`src/rtl/ardec_pkg.sv`:
```
// Package for the ADPCM resampling decoder.
// Holds the decoder constants, the step and index tables, and the command and
// status structs that pass between the controller and the datapath.
`default_nettype none

package ardec_pkg;

    localparam int unsigned RATE_W   = 20;
    localparam int unsigned MODE_W   = 1;
    localparam int unsigned VOLUME_W = 16;
    localparam int unsigned CFG_IDX_W = 2;
    localparam int unsigned SAMPLE_W = 32;
    localparam int unsigned LEVEL_W  = 20;
    localparam int unsigned PRED_W   = 12;
    localparam int unsigned INDEX_W  = 6;

    localparam logic [RATE_W-1:0] STEP_MODE0 = 20'd187500;
    localparam logic [RATE_W-1:0] STEP_MODE1 = 20'd750000;
    localparam logic [RATE_W-1:0] RATE_RESET = 20'd187500;
    localparam logic [VOLUME_W-1:0] VOLUME_RESET = 16'd256;
    localparam logic [8:0] HPF_COEF = 9'd459;
    localparam logic signed [13:0] PRED_MAX = 14'sd2047;
    localparam logic signed [13:0] PRED_MIN = -14'sd2047;
    localparam logic signed [7:0] INDEX_MAX = 8'sd48;

    // Configuration register indexes.
    localparam logic [CFG_IDX_W-1:0] CFG_RATE   = 2'd0;
    localparam logic [CFG_IDX_W-1:0] CFG_MODE   = 2'd1;
    localparam logic [CFG_IDX_W-1:0] CFG_VOLUME = 2'd2;

    typedef struct packed {
        logic capture;
        logic phase;
        logic mult;
        logic filt;
        logic vol;
        logic load_out;
    } ardec_cmd_t;

    typedef struct packed {
        logic skip;
    } ardec_status_t;

    // Standard OKI step table; indexes past the end read as the last entry.
    function automatic logic [10:0] step_tab(input logic [INDEX_W-1:0] idx);
        logic [10:0] s;
        case (idx)
            6'd0:  s = 11'd16;
            6'd1:  s = 11'd17;
            6'd2:  s = 11'd19;
            6'd3:  s = 11'd21;
            6'd4:  s = 11'd23;
            6'd5:  s = 11'd25;
            6'd6:  s = 11'd28;
            6'd7:  s = 11'd31;
            6'd8:  s = 11'd34;
            6'd9:  s = 11'd37;
            6'd10: s = 11'd41;
            6'd11: s = 11'd45;
            6'd12: s = 11'd50;
            6'd13: s = 11'd55;
            6'd14: s = 11'd60;
            6'd15: s = 11'd66;
            6'd16: s = 11'd73;
            6'd17: s = 11'd80;
            6'd18: s = 11'd88;
            6'd19: s = 11'd97;
            6'd20: s = 11'd107;
            6'd21: s = 11'd118;
            6'd22: s = 11'd130;
            6'd23: s = 11'd143;
            6'd24: s = 11'd157;
            6'd25: s = 11'd173;
            6'd26: s = 11'd190;
            6'd27: s = 11'd209;
            6'd28: s = 11'd230;
            6'd29: s = 11'd253;
            6'd30: s = 11'd279;
            6'd31: s = 11'd307;
            6'd32: s = 11'd337;
            6'd33: s = 11'd371;
            6'd34: s = 11'd408;
            6'd35: s = 11'd449;
            6'd36: s = 11'd494;
            6'd37: s = 11'd544;
            6'd38: s = 11'd598;
            6'd39: s = 11'd658;
            6'd40: s = 11'd724;
            6'd41: s = 11'd796;
            6'd42: s = 11'd876;
            6'd43: s = 11'd963;
            6'd44: s = 11'd1060;
            6'd45: s = 11'd1166;
            6'd46: s = 11'd1282;
            6'd47: s = 11'd1411;
            default: s = 11'd1552;
        endcase
        return s;
    endfunction

    function automatic logic signed [4:0] index_adj(input logic [2:0] mag);
        logic signed [4:0] a;
        case (mag)
            3'd4:    a = 5'sd2;
            3'd5:    a = 5'sd4;
            3'd6:    a = 5'sd6;
            3'd7:    a = 5'sd8;
            default: a = -5'sd1;
        endcase
        return a;
    endfunction

endpackage

`default_nettype wire

```
`src/rtl/adpcm_resampling_decoder_top.sv`:
```
// Top level of the ADPCM resampling decoder.
// Joins ardec_ctrl and ardec_datapath; uses ardec_pkg.
//
// Usage: one input transfer per output tick (cmd 0) or key-on restart
// (cmd 1), with the source's offered byte and the halt flag. Each input
// transfer gives exactly one output transfer carrying sample, sample_valid
// and byte_taken. A restart, a halted tick and a starved tick give
// sample 0 with sample_valid and byte_taken low.
// Configuration: cfg_index 0 rate, 1 output mode, 2 volume; cfg_ready is
// always high. Write only while no item is in flight.
// Sequence: an item that produces a sample runs capture, phase and decode,
// filter multiply, filter update, volume multiply and output load;
// out_valid rises and in_ready returns as the output load completes. Items
// that give no sample go from phase straight to output load. Both output
// modes run the one shared sequence of filter steps.
// An output register holds the result, so the next item is taken while it
// waits; if the receiver stalls, the following result waits in the
// controller until the register frees. Reset clears all decoder state and
// loads the configuration defaults.
`default_nettype none

module adpcm_resampling_decoder_top (
    input  wire logic                                clk,
    input  wire logic                                rst_n,
    input  wire logic                                cfg_valid,
    output logic                                     cfg_ready,
    input  wire logic [ardec_pkg::CFG_IDX_W-1:0]     cfg_index,
    input  wire logic [ardec_pkg::RATE_W-1:0]        cfg_data,
    input  wire logic                                in_valid,
    output logic                                     in_ready,
    input  wire logic                                cmd,
    input  wire logic [7:0]                          adpcm_byte,
    input  wire logic                                byte_valid,
    input  wire logic                                halted,
    output logic                                     out_valid,
    input  wire logic                                out_ready,
    output logic signed [ardec_pkg::SAMPLE_W-1:0]    sample,
    output logic                                     sample_valid,
    output logic                                     byte_taken
);

    ardec_pkg::ardec_cmd_t    ctrl_cmd;
    ardec_pkg::ardec_status_t dp_status;

    assign cfg_ready = 1'b1;

    ardec_ctrl u_ctrl (
        .clk       (clk),
        .rst_n     (rst_n),
        .in_valid  (in_valid),
        .in_ready  (in_ready),
        .out_valid (out_valid),
        .out_ready (out_ready),
        .status    (dp_status),
        .cmd       (ctrl_cmd)
    );

    ardec_datapath u_datapath (
        .clk          (clk),
        .rst_n        (rst_n),
        .cfg_valid    (cfg_valid),
        .cfg_index    (cfg_index),
        .cfg_data     (cfg_data),
        .cmd_in       (cmd),
        .adpcm_byte   (adpcm_byte),
        .byte_valid   (byte_valid),
        .halted       (halted),
        .cmd          (ctrl_cmd),
        .status       (dp_status),
        .sample       (sample),
        .sample_valid (sample_valid),
        .byte_taken   (byte_taken)
    );

endmodule

`default_nettype wire

```
`src/rtl/ardec_ctrl.sv`:
```
// Controller of the ADPCM resampling decoder.
// Sequences one item through the datapath; uses ardec_pkg command/status types.
`default_nettype none

module ardec_ctrl (
    input  wire logic                     clk,
    input  wire logic                     rst_n,
    input  wire logic                     in_valid,
    output logic                          in_ready,
    output logic                          out_valid,
    input  wire logic                     out_ready,
    input  wire ardec_pkg::ardec_status_t status,
    output ardec_pkg::ardec_cmd_t         cmd
);

    typedef enum logic [2:0] {
        S_IDLE,
        S_PHASE,
        S_MULT,
        S_FILT,
        S_VOL,
        S_OUT
    } state_t;

    state_t state_reg, state_next;
    logic   out_valid_reg, out_valid_next;
    logic   out_free;

    assign out_free = !out_valid_reg || out_ready;

    always_comb
    begin
        state_next     = state_reg;
        out_valid_next = out_valid_reg && !out_ready;
        cmd            = '0;
        case (state_reg)
            S_IDLE:
            begin
                if (in_valid)
                begin
                    cmd.capture = 1'b1;
                    state_next  = S_PHASE;
                end
            end
            S_PHASE:
            begin
                cmd.phase  = 1'b1;
                state_next = status.skip ? S_OUT : S_MULT;
            end
            S_MULT:
            begin
                cmd.mult   = 1'b1;
                state_next = S_FILT;
            end
            S_FILT:
            begin
                cmd.filt   = 1'b1;
                state_next = S_VOL;
            end
            S_VOL:
            begin
                cmd.vol    = 1'b1;
                state_next = S_OUT;
            end
            S_OUT:
            begin
                // Hold the finished result until the output register is free.
                if (out_free)
                begin
                    cmd.load_out   = 1'b1;
                    out_valid_next = 1'b1;
                    state_next     = S_IDLE;
                end
            end
            default:
            begin
                state_next = S_IDLE;
            end
        endcase
    end

    always_ff @(posedge clk or negedge rst_n)
    begin
        if (!rst_n)
        begin
            state_reg     <= S_IDLE;
            out_valid_reg <= 1'b0;
        end
        else
        begin
            state_reg     <= state_next;
            out_valid_reg <= out_valid_next;
        end
    end

    assign in_ready  = (state_reg == S_IDLE);
    assign out_valid = out_valid_reg;

endmodule

`default_nettype wire

```
`src/rtl/ardec_datapath.sv`:
```
// Datapath of the ADPCM resampling decoder: configuration registers, phase
// accumulator, nibble decoder, high-pass filters and output register.
// Depends on ardec_pkg for constants, tables and command/status types.
`default_nettype none

module ardec_datapath (
    input  wire logic                                  clk,
    input  wire logic                                  rst_n,
    input  wire logic                                  cfg_valid,
    input  wire logic [ardec_pkg::CFG_IDX_W-1:0]       cfg_index,
    input  wire logic [ardec_pkg::RATE_W-1:0]          cfg_data,
    input  wire logic                                  cmd_in,
    input  wire logic [7:0]                            adpcm_byte,
    input  wire logic                                  byte_valid,
    input  wire logic                                  halted,
    input  wire ardec_pkg::ardec_cmd_t                 cmd,
    output ardec_pkg::ardec_status_t                   status,
    output logic signed [ardec_pkg::SAMPLE_W-1:0]      sample,
    output logic                                       sample_valid,
    output logic                                       byte_taken
);

    localparam int unsigned SW = ardec_pkg::SAMPLE_W;
    localparam int unsigned LW = ardec_pkg::LEVEL_W;
    localparam int unsigned RW = ardec_pkg::RATE_W;
    localparam logic [8:0] HPF_COEF_EXT = ardec_pkg::HPF_COEF;

    // Configuration.
    logic [RW-1:0]                       rate_reg;
    logic                                mode_reg;
    logic [ardec_pkg::VOLUME_W-1:0]      volume_reg;

    // Captured item.
    logic                                cmdin_reg;
    logic [7:0]                          byte_reg;
    logic                                bvalid_reg;
    logic                                halted_reg;

    // Decoder and filter state.
    logic [ardec_pkg::INDEX_W-1:0]       step_index_reg;
    logic signed [ardec_pkg::PRED_W-1:0] predictor_reg;
    logic [3:0]                          held_reg;
    logic                                pending_reg;
    logic [RW-1:0]                       phase_reg;
    logic signed [LW-1:0]                level_reg;
    logic signed [LW-1:0]                prev_level_reg;
    logic signed [SW-1:0]                filter_reg;
    logic signed [SW-1:0]                stage1_reg;
    logic signed [SW-1:0]                prev_stage1_reg;

    logic                                produce_reg;
    logic                                taken_reg;
    logic [SW-1:0]                       mul_reg;
    logic [SW-1:0]                       vol_prod_reg;

    logic signed [SW-1:0]                sample_reg;
    logic                                sample_valid_reg;
    logic                                byte_taken_reg;

    // Phase arithmetic.
    logic [RW-1:0]                       step_val;
    logic [RW-1:0]                       rate_eff;
    logic signed [RW:0]                  phase_diff;
    logic [RW:0]                         phase_wrap;
    logic                                due;
    logic                                starved;

    // Nibble decode.
    logic [3:0]                          nib;
    logic [10:0]                         step_s;
    logic [11:0]                         delta;
    logic signed [13:0]                  pred_sum;
    logic signed [ardec_pkg::PRED_W-1:0] pred_new;
    logic signed [4:0]                   adj;
    logic signed [7:0]                   idx_sum;
    logic [ardec_pkg::INDEX_W-1:0]       idx_new;

    // Filters.
    logic signed [SW-1:0]                level_diff;
    logic signed [SW-1:0]                t0;
    logic signed [SW-1:0]                s1;
    logic signed [SW-1:0]                f1;
    logic [SW+8:0]                       coef_prod;
    logic [SW+15:0]                      vol_prod;
    logic signed [SW-1:0]                result;

    assign step_val   = mode_reg ? ardec_pkg::STEP_MODE1 : ardec_pkg::STEP_MODE0;
    assign rate_eff   = (rate_reg > step_val) ? step_val : rate_reg;
    assign phase_diff = $signed({1'b0, phase_reg}) - $signed({1'b0, rate_eff});
    assign phase_wrap = phase_diff + {1'b0, step_val};
    assign due        = phase_diff[RW];
    assign starved    = due && !pending_reg && !bvalid_reg;

    assign status.skip = cmdin_reg || halted_reg || starved;

    always_comb
    begin
        nib    = pending_reg ? held_reg : byte_reg[3:0];
        step_s = ardec_pkg::step_tab(step_index_reg);
        delta  = {4'd0, step_s[10:3]};
        if (nib[2])
        begin
            delta = delta + {1'b0, step_s};
        end
        if (nib[1])
        begin
            delta = delta + {2'b00, step_s[10:1]};
        end
        if (nib[0])
        begin
            delta = delta + {3'b000, step_s[10:2]};
        end
        if (nib[3])
        begin
            pred_sum = $signed({{2{predictor_reg[11]}}, predictor_reg}) - $signed({2'b00, delta});
        end
        else
        begin
            pred_sum = $signed({{2{predictor_reg[11]}}, predictor_reg}) + $signed({2'b00, delta});
        end
        if (pred_sum > ardec_pkg::PRED_MAX)
        begin
            pred_new = 12'(ardec_pkg::PRED_MAX);
        end
        else if (pred_sum < ardec_pkg::PRED_MIN)
        begin
            pred_new = 12'(ardec_pkg::PRED_MIN);
        end
        else
        begin
            pred_new = pred_sum[11:0];
        end
        adj     = ardec_pkg::index_adj(nib[2:0]);
        idx_sum = $signed({2'b00, step_index_reg}) + $signed({{3{adj[4]}}, adj});
        if (idx_sum > ardec_pkg::INDEX_MAX)
        begin
            idx_new = 6'(ardec_pkg::INDEX_MAX);
        end
        else if (idx_sum < 0)
        begin
            idx_new = '0;
        end
        else
        begin
            idx_new = idx_sum[5:0];
        end
    end

    always_comb
    begin
        level_diff = ($signed({{(SW-LW){level_reg[LW-1]}}, level_reg})
                    - $signed({{(SW-LW){prev_level_reg[LW-1]}}, prev_level_reg})) <<< 9;
        t0 = level_diff + $signed(mul_reg);
        s1 = level_diff + stage1_reg - (stage1_reg >>> 5) - (stage1_reg >>> 10);
        f1 = stage1_reg - prev_stage1_reg + filter_reg
             - (filter_reg >>> 8) - (filter_reg >>> 9) - (filter_reg >>> 12);
        coef_prod = {9'd0, filter_reg} * {32'd0, HPF_COEF_EXT};
        vol_prod  = {16'd0, filter_reg} * {32'd0, volume_reg};
        if (!produce_reg)
        begin
            result = '0;
        end
        else if (mode_reg)
        begin
            result = filter_reg >>> 9;
        end
        else
        begin
            result = $signed(vol_prod_reg) >>> 8;
        end
    end

    // Configuration writes; an index past the list is ignored.
    always_ff @(posedge clk or negedge rst_n)
    begin
        if (!rst_n)
        begin
            rate_reg   <= ardec_pkg::RATE_RESET;
            mode_reg   <= 1'b0;
            volume_reg <= ardec_pkg::VOLUME_RESET;
        end
        else if (cfg_valid)
        begin
            case (cfg_index)
                ardec_pkg::CFG_RATE:   rate_reg   <= cfg_data;
                ardec_pkg::CFG_MODE:   mode_reg   <= cfg_data[0];
                ardec_pkg::CFG_VOLUME: volume_reg <= cfg_data[ardec_pkg::VOLUME_W-1:0];
                default:               ;
            endcase
        end
    end

    // Captured item fields and product registers carry payload only.
    always_ff @(posedge clk)
    begin
        if (cmd.capture)
        begin
            cmdin_reg  <= cmd_in;
            byte_reg   <= adpcm_byte;
            bvalid_reg <= byte_valid;
            halted_reg <= halted;
        end
        if (cmd.mult)
        begin
            mul_reg <= coef_prod[SW-1:0];
        end
        if (cmd.vol)
        begin
            vol_prod_reg <= vol_prod[SW-1:0];
        end
        if (cmd.load_out)
        begin
            sample_reg       <= result;
            sample_valid_reg <= produce_reg;
            byte_taken_reg   <= taken_reg;
        end
    end

    always_ff @(posedge clk or negedge rst_n)
    begin
        if (!rst_n)
        begin
            step_index_reg  <= '0;
            predictor_reg   <= '0;
            held_reg        <= '0;
            pending_reg     <= 1'b0;
            phase_reg       <= '0;
            level_reg       <= '0;
            prev_level_reg  <= '0;
            filter_reg      <= '0;
            stage1_reg      <= '0;
            prev_stage1_reg <= '0;
            produce_reg     <= 1'b0;
            taken_reg       <= 1'b0;
        end
        else
        begin
            if (cmd.phase)
            begin
                produce_reg <= !status.skip;
                taken_reg   <= 1'b0;
                if (cmdin_reg)
                begin
                    // Key-on restart leaves the phase accumulator alone.
                    step_index_reg  <= '0;
                    predictor_reg   <= '0;
                    held_reg        <= '0;
                    pending_reg     <= 1'b0;
                    level_reg       <= '0;
                    prev_level_reg  <= '0;
                    filter_reg      <= '0;
                    stage1_reg      <= '0;
                    prev_stage1_reg <= '0;
                end
                else if (!halted_reg)
                begin
                    if (starved)
                    begin
                        phase_reg <= '0;
                    end
                    else if (due)
                    begin
                        phase_reg      <= phase_wrap[RW-1:0];
                        predictor_reg  <= pred_new;
                        step_index_reg <= idx_new;
                        level_reg      <= {pred_new[11:2], 2'b00, 8'd0};
                        if (pending_reg)
                        begin
                            pending_reg <= 1'b0;
                        end
                        else
                        begin
                            held_reg    <= byte_reg[7:4];
                            pending_reg <= 1'b1;
                            taken_reg   <= 1'b1;
                        end
                    end
                    else
                    begin
                        phase_reg <= phase_diff[RW-1:0];
                    end
                end
            end
            if (cmd.mult && mode_reg)
            begin
                stage1_reg <= s1;
            end
            if (cmd.filt)
            begin
                prev_level_reg <= level_reg;
                if (mode_reg)
                begin
                    filter_reg      <= f1;
                    prev_stage1_reg <= stage1_reg;
                end
                else
                begin
                    filter_reg <= t0 >>> 9;
                end
            end
        end
    end

    assign sample       = sample_reg;
    assign sample_valid = sample_valid_reg;
    assign byte_taken   = byte_taken_reg;

endmodule

`default_nettype wire
```
`config.mk`:
```
export PLATFORM = sky130hd
export DESIGN_NAME = adpcm_resampling_decoder_top
export DESIGN_NICKNAME = d
export VERILOG_FILES = /design/src/rtl/ardec_pkg.sv /design/src/rtl/adpcm_resampling_decoder_top.sv /design/src/rtl/ardec_ctrl.sv /design/src/rtl/ardec_datapath.sv
export SDC_FILE = /design/constraint.sdc
export NUM_CORES = 2
export LEC_CHECK = 0
export BUFFER_PORTS_ARGS = -buffer_cell sky130_fd_sc_hd__buf_2
export CAP_MARGIN = 40
export CORE_ASPECT_RATIO = 1.75
export CORE_MARGIN = 2
export CORE_UTILIZATION = 51
export CTS_CLUSTER_SIZE = 16
export DETAILED_ROUTE_END_ITERATION = 10
export PLACE_DENSITY = 0.76
export SLEW_MARGIN = 30
export SYNTH_ARGS = -nofsm -noshare
export SYNTH_HDL_FRONTEND = slang
export SYNTH_SLANG_ARGS = --single-unit
```
`constraint.sdc`:
```
create_clock -name clk -period 13.1 [get_ports clk]
set_clock_uncertainty 0.15 [all_clocks]
set_input_delay 3.275 -clock clk [delete_from_list [all_inputs] [get_ports clk]]
set_output_delay 3.275 -clock clk [all_outputs]
set_load 0.02 [all_outputs]
```
==> results_dict.tcl <==
set metrics [dict create \
    status "completed" \
    drtIter0Drc 1550 \
    die_area_um2 78700 \
    path_delay_family "compound AO/OA/AOI/OAI gates" \
    synthTopCellsByArea "fa_1 29%, dfrtp_1 12%, ha_1 11%, edfxtp_1 6.5%, inv_1 6.3%" \
    crit_cells 37 \
    post-dp-hpwl_um 81900 \
    r2r_cells 37 \
    viasPerCell 5.83 \
    path_max_fanout 19 \
    totalWireLength_um 105000 \
    rsz0062_at_grt "false" \
    cts_tree "yes" \
    antenna_found_initial 3 \
    crit_path_end_kind "register" \
    highest_layer "met4" \
    grt_pass1_wl_um 169000 \
    slew_headroom_pct 39.3 \
    die_w_um 213 \
    drt-met1-wl_um 34600 \
    dr.pass1.iters 6 \
    cts_buffers 30 \
    area_growth_syn_to_layout_pct 6.81 \
    post-route-period-util_pct 76.9 \
    max-cap-violations 0 \
    synth_most_common_cell "inv_1" \
    worstMarginPinSlew_ns 0.910 \
    ys_types 88 \
    synth_common_cells "654 x inv_1, 563 x fa_1, 474 x nand2_1" \
    cp_slowest_cell "dfrtp_1" \
    setup_ws_ns 3.03 \
    ys_seq_elements 276 \
    wl_per_cell_um 20.4 \
    die_y_um 370 \
    rows 134 \
    clock_path_buffers 3 \
    syn_inst 4113 \
    clkSinkCount 276 \
    hold_class "register to register" \
    drc 0 \
    cts.clk_slew.worst_paths_ns 0.07 \
    dr_wl_met2_um 56400 \
    crit_path_max_incr_delay_ns 0.78 \
    whs_path_depth 0 \
    initial_utilization_pct 51.3 \
    yosys.area.top_type "fa_1" \
    synth_fp_nets 5069 \
    cts-resized-gates 0 \
    worst_path_most_repeated_cell "ha_1" \
    critPathKind "register to register" \
    cp.required_ns 13.47 \
    portBuffers 73 \
    ys.flop_type "dfrtp_1" \
    io_pins 75 \
    drive_gt1_share_pct 7.19 \
    cts_setup_buffers 0 \
    cts_root_buffer "clkbuf_16" \
    wl_met3_um 4970 \
    grt_max_degree 74 \
    fmaxAchievable_mhz 99.3 \
    htreeDepth 1 \
    dp_slack_ns 3.10 \
    yosysTopAreaCellShare_pct 28.9 \
    yosys_warnings 0 \
    period_minus_slack_ns 10.07 \
    critPathArrivalTime_ns 10.43 \
    clock_latency_ns 0.64 \
    nets 5077 \
    final_hold_viol_count 0 \
    finalSetupViolCount 0 \
    synth_edf_count 84 \
    rr_startpoint "u_datapath.step_index_reg[1]" \
    path_buf_inv 2 \
    syn_avg_cell_area_um2 9.47 \
    grt_pass1_vias 32600 \
    yosysSeqAreaShare_pct 18.9 \
    cts_hold_buf 0 \
    vias 30100 \
    drv_slew 0 \
    netlist_area_um2 38900 \
    hold_path.startpoint "u_datapath.taken_reg" \
    startpoint_type "register" \
    core_um2 76000 \
    gp_congestion 0.888 \
    grt_overflow_total 0 \
    ant_nets 0 \
    async_reset_ff_share_pct 69.6 \
    setup_tns_ns 0 \
    startpoint "u_datapath.step_index_reg[1]" \
    grt.total_usage_pct 27.9 \
]
kinds of logic (layout without fill, tap and decap cells):
group,after synthesis,count (layout),share of synthesized area [%]
AOI/OAI and AO/OA,733,733,12.7
xor gates and xnor gates,205,205,4.66
adders and majority gates,918,918,40.3
buffers and inverters,826,858,8.12
DFF,276,276,18.9
muxes,87,87,2.43
other,1,4,0.00963
and+or+nand+nor,1067,1067,12.9
layer usage:
| layer | vias to the layer above | GRT usage (%) |
|---|---|---|
| met5 | - | 0 |
| li1 | 13500 | - |
| met3 | 462 | 2.60 |
| met2 | 1030 | 52.2 |
| met1 | 15100 | 28.2 |
| met4 | 0 | 20.6 |
worst reg2reg max path: cells and delay by family (launching register included):
family	cells	cell delay, ns
compound gates	16	3.26
fa+ha+maj	6	2.49
simple gates	10	2.26
flops	1	0.78
xor+xnor	3	0.56
buf+inv	2	0.44
cell type report:
cell class	instances	area (um2)
repair buffers	146	978
clock buffers	35	811
fillers	6585	34400
clock inverters	21	234
multi-input cells	3011	28500
diodes	3	7.51
flip-flops and latches	276	7340
inverters	656	2460
well taps	1020	1280
stage by stage:
| step | util (%) | area (um2) | hold WS (ns) | instances |
|---|---|---|---|---|
| after floorplan | - | 38900 | 0.275 | 4113 |
| after global placement | 53.2 | 40400 | 0.304 | 5101 |
| after detailed placement | 53.3 | 40500 | 0.294 | 5107 |
| after CTS | 54.7 | 41600 | 0.314 | 5163 |
| after global routing | 54.8 | 41600 | 0.335 | 5168 |
| final | 54.8 | 41600 | 0.315 | 5168 |
path summary, 6_finish.rpt:
check | to | slack [ns]
worst max-delay path | u_datapath.predictor_reg[10] | 3.03
worst min-delay path | u_datapath.byte_taken | 0.31
worst max register to register | u_datapath.predictor_reg[10] | 3.03
worst min register to register | u_datapath.byte_taken | 0.31
max in group asynchronous | u_datapath.rate_reg[15] | 8.99
min in group asynchronous | u_datapath.stage1_reg[29] | 2.50
layout by cell type, fill, tap and decap left out, types with 62 or more instances in the layout:
cell / count
and2_1: 108
edfxtp_1: 84
buf_4: 65
nand2_1: 474
nor2b_1: 62
inv_1: 654
a22o_1: 62
buf_2: 73
a21oi_1: 153
ha_1: 355
nor3_1: 62
a21o_1: 72
fa_1: 563
xnor2_1: 146
o21ai_0: 165
nor2_1: 174
dfrtp_1: 180
Power is left out: the tool's default activity adds up to more than one toggle a clock period on the data nets, which glitch-free logic cannot reach.
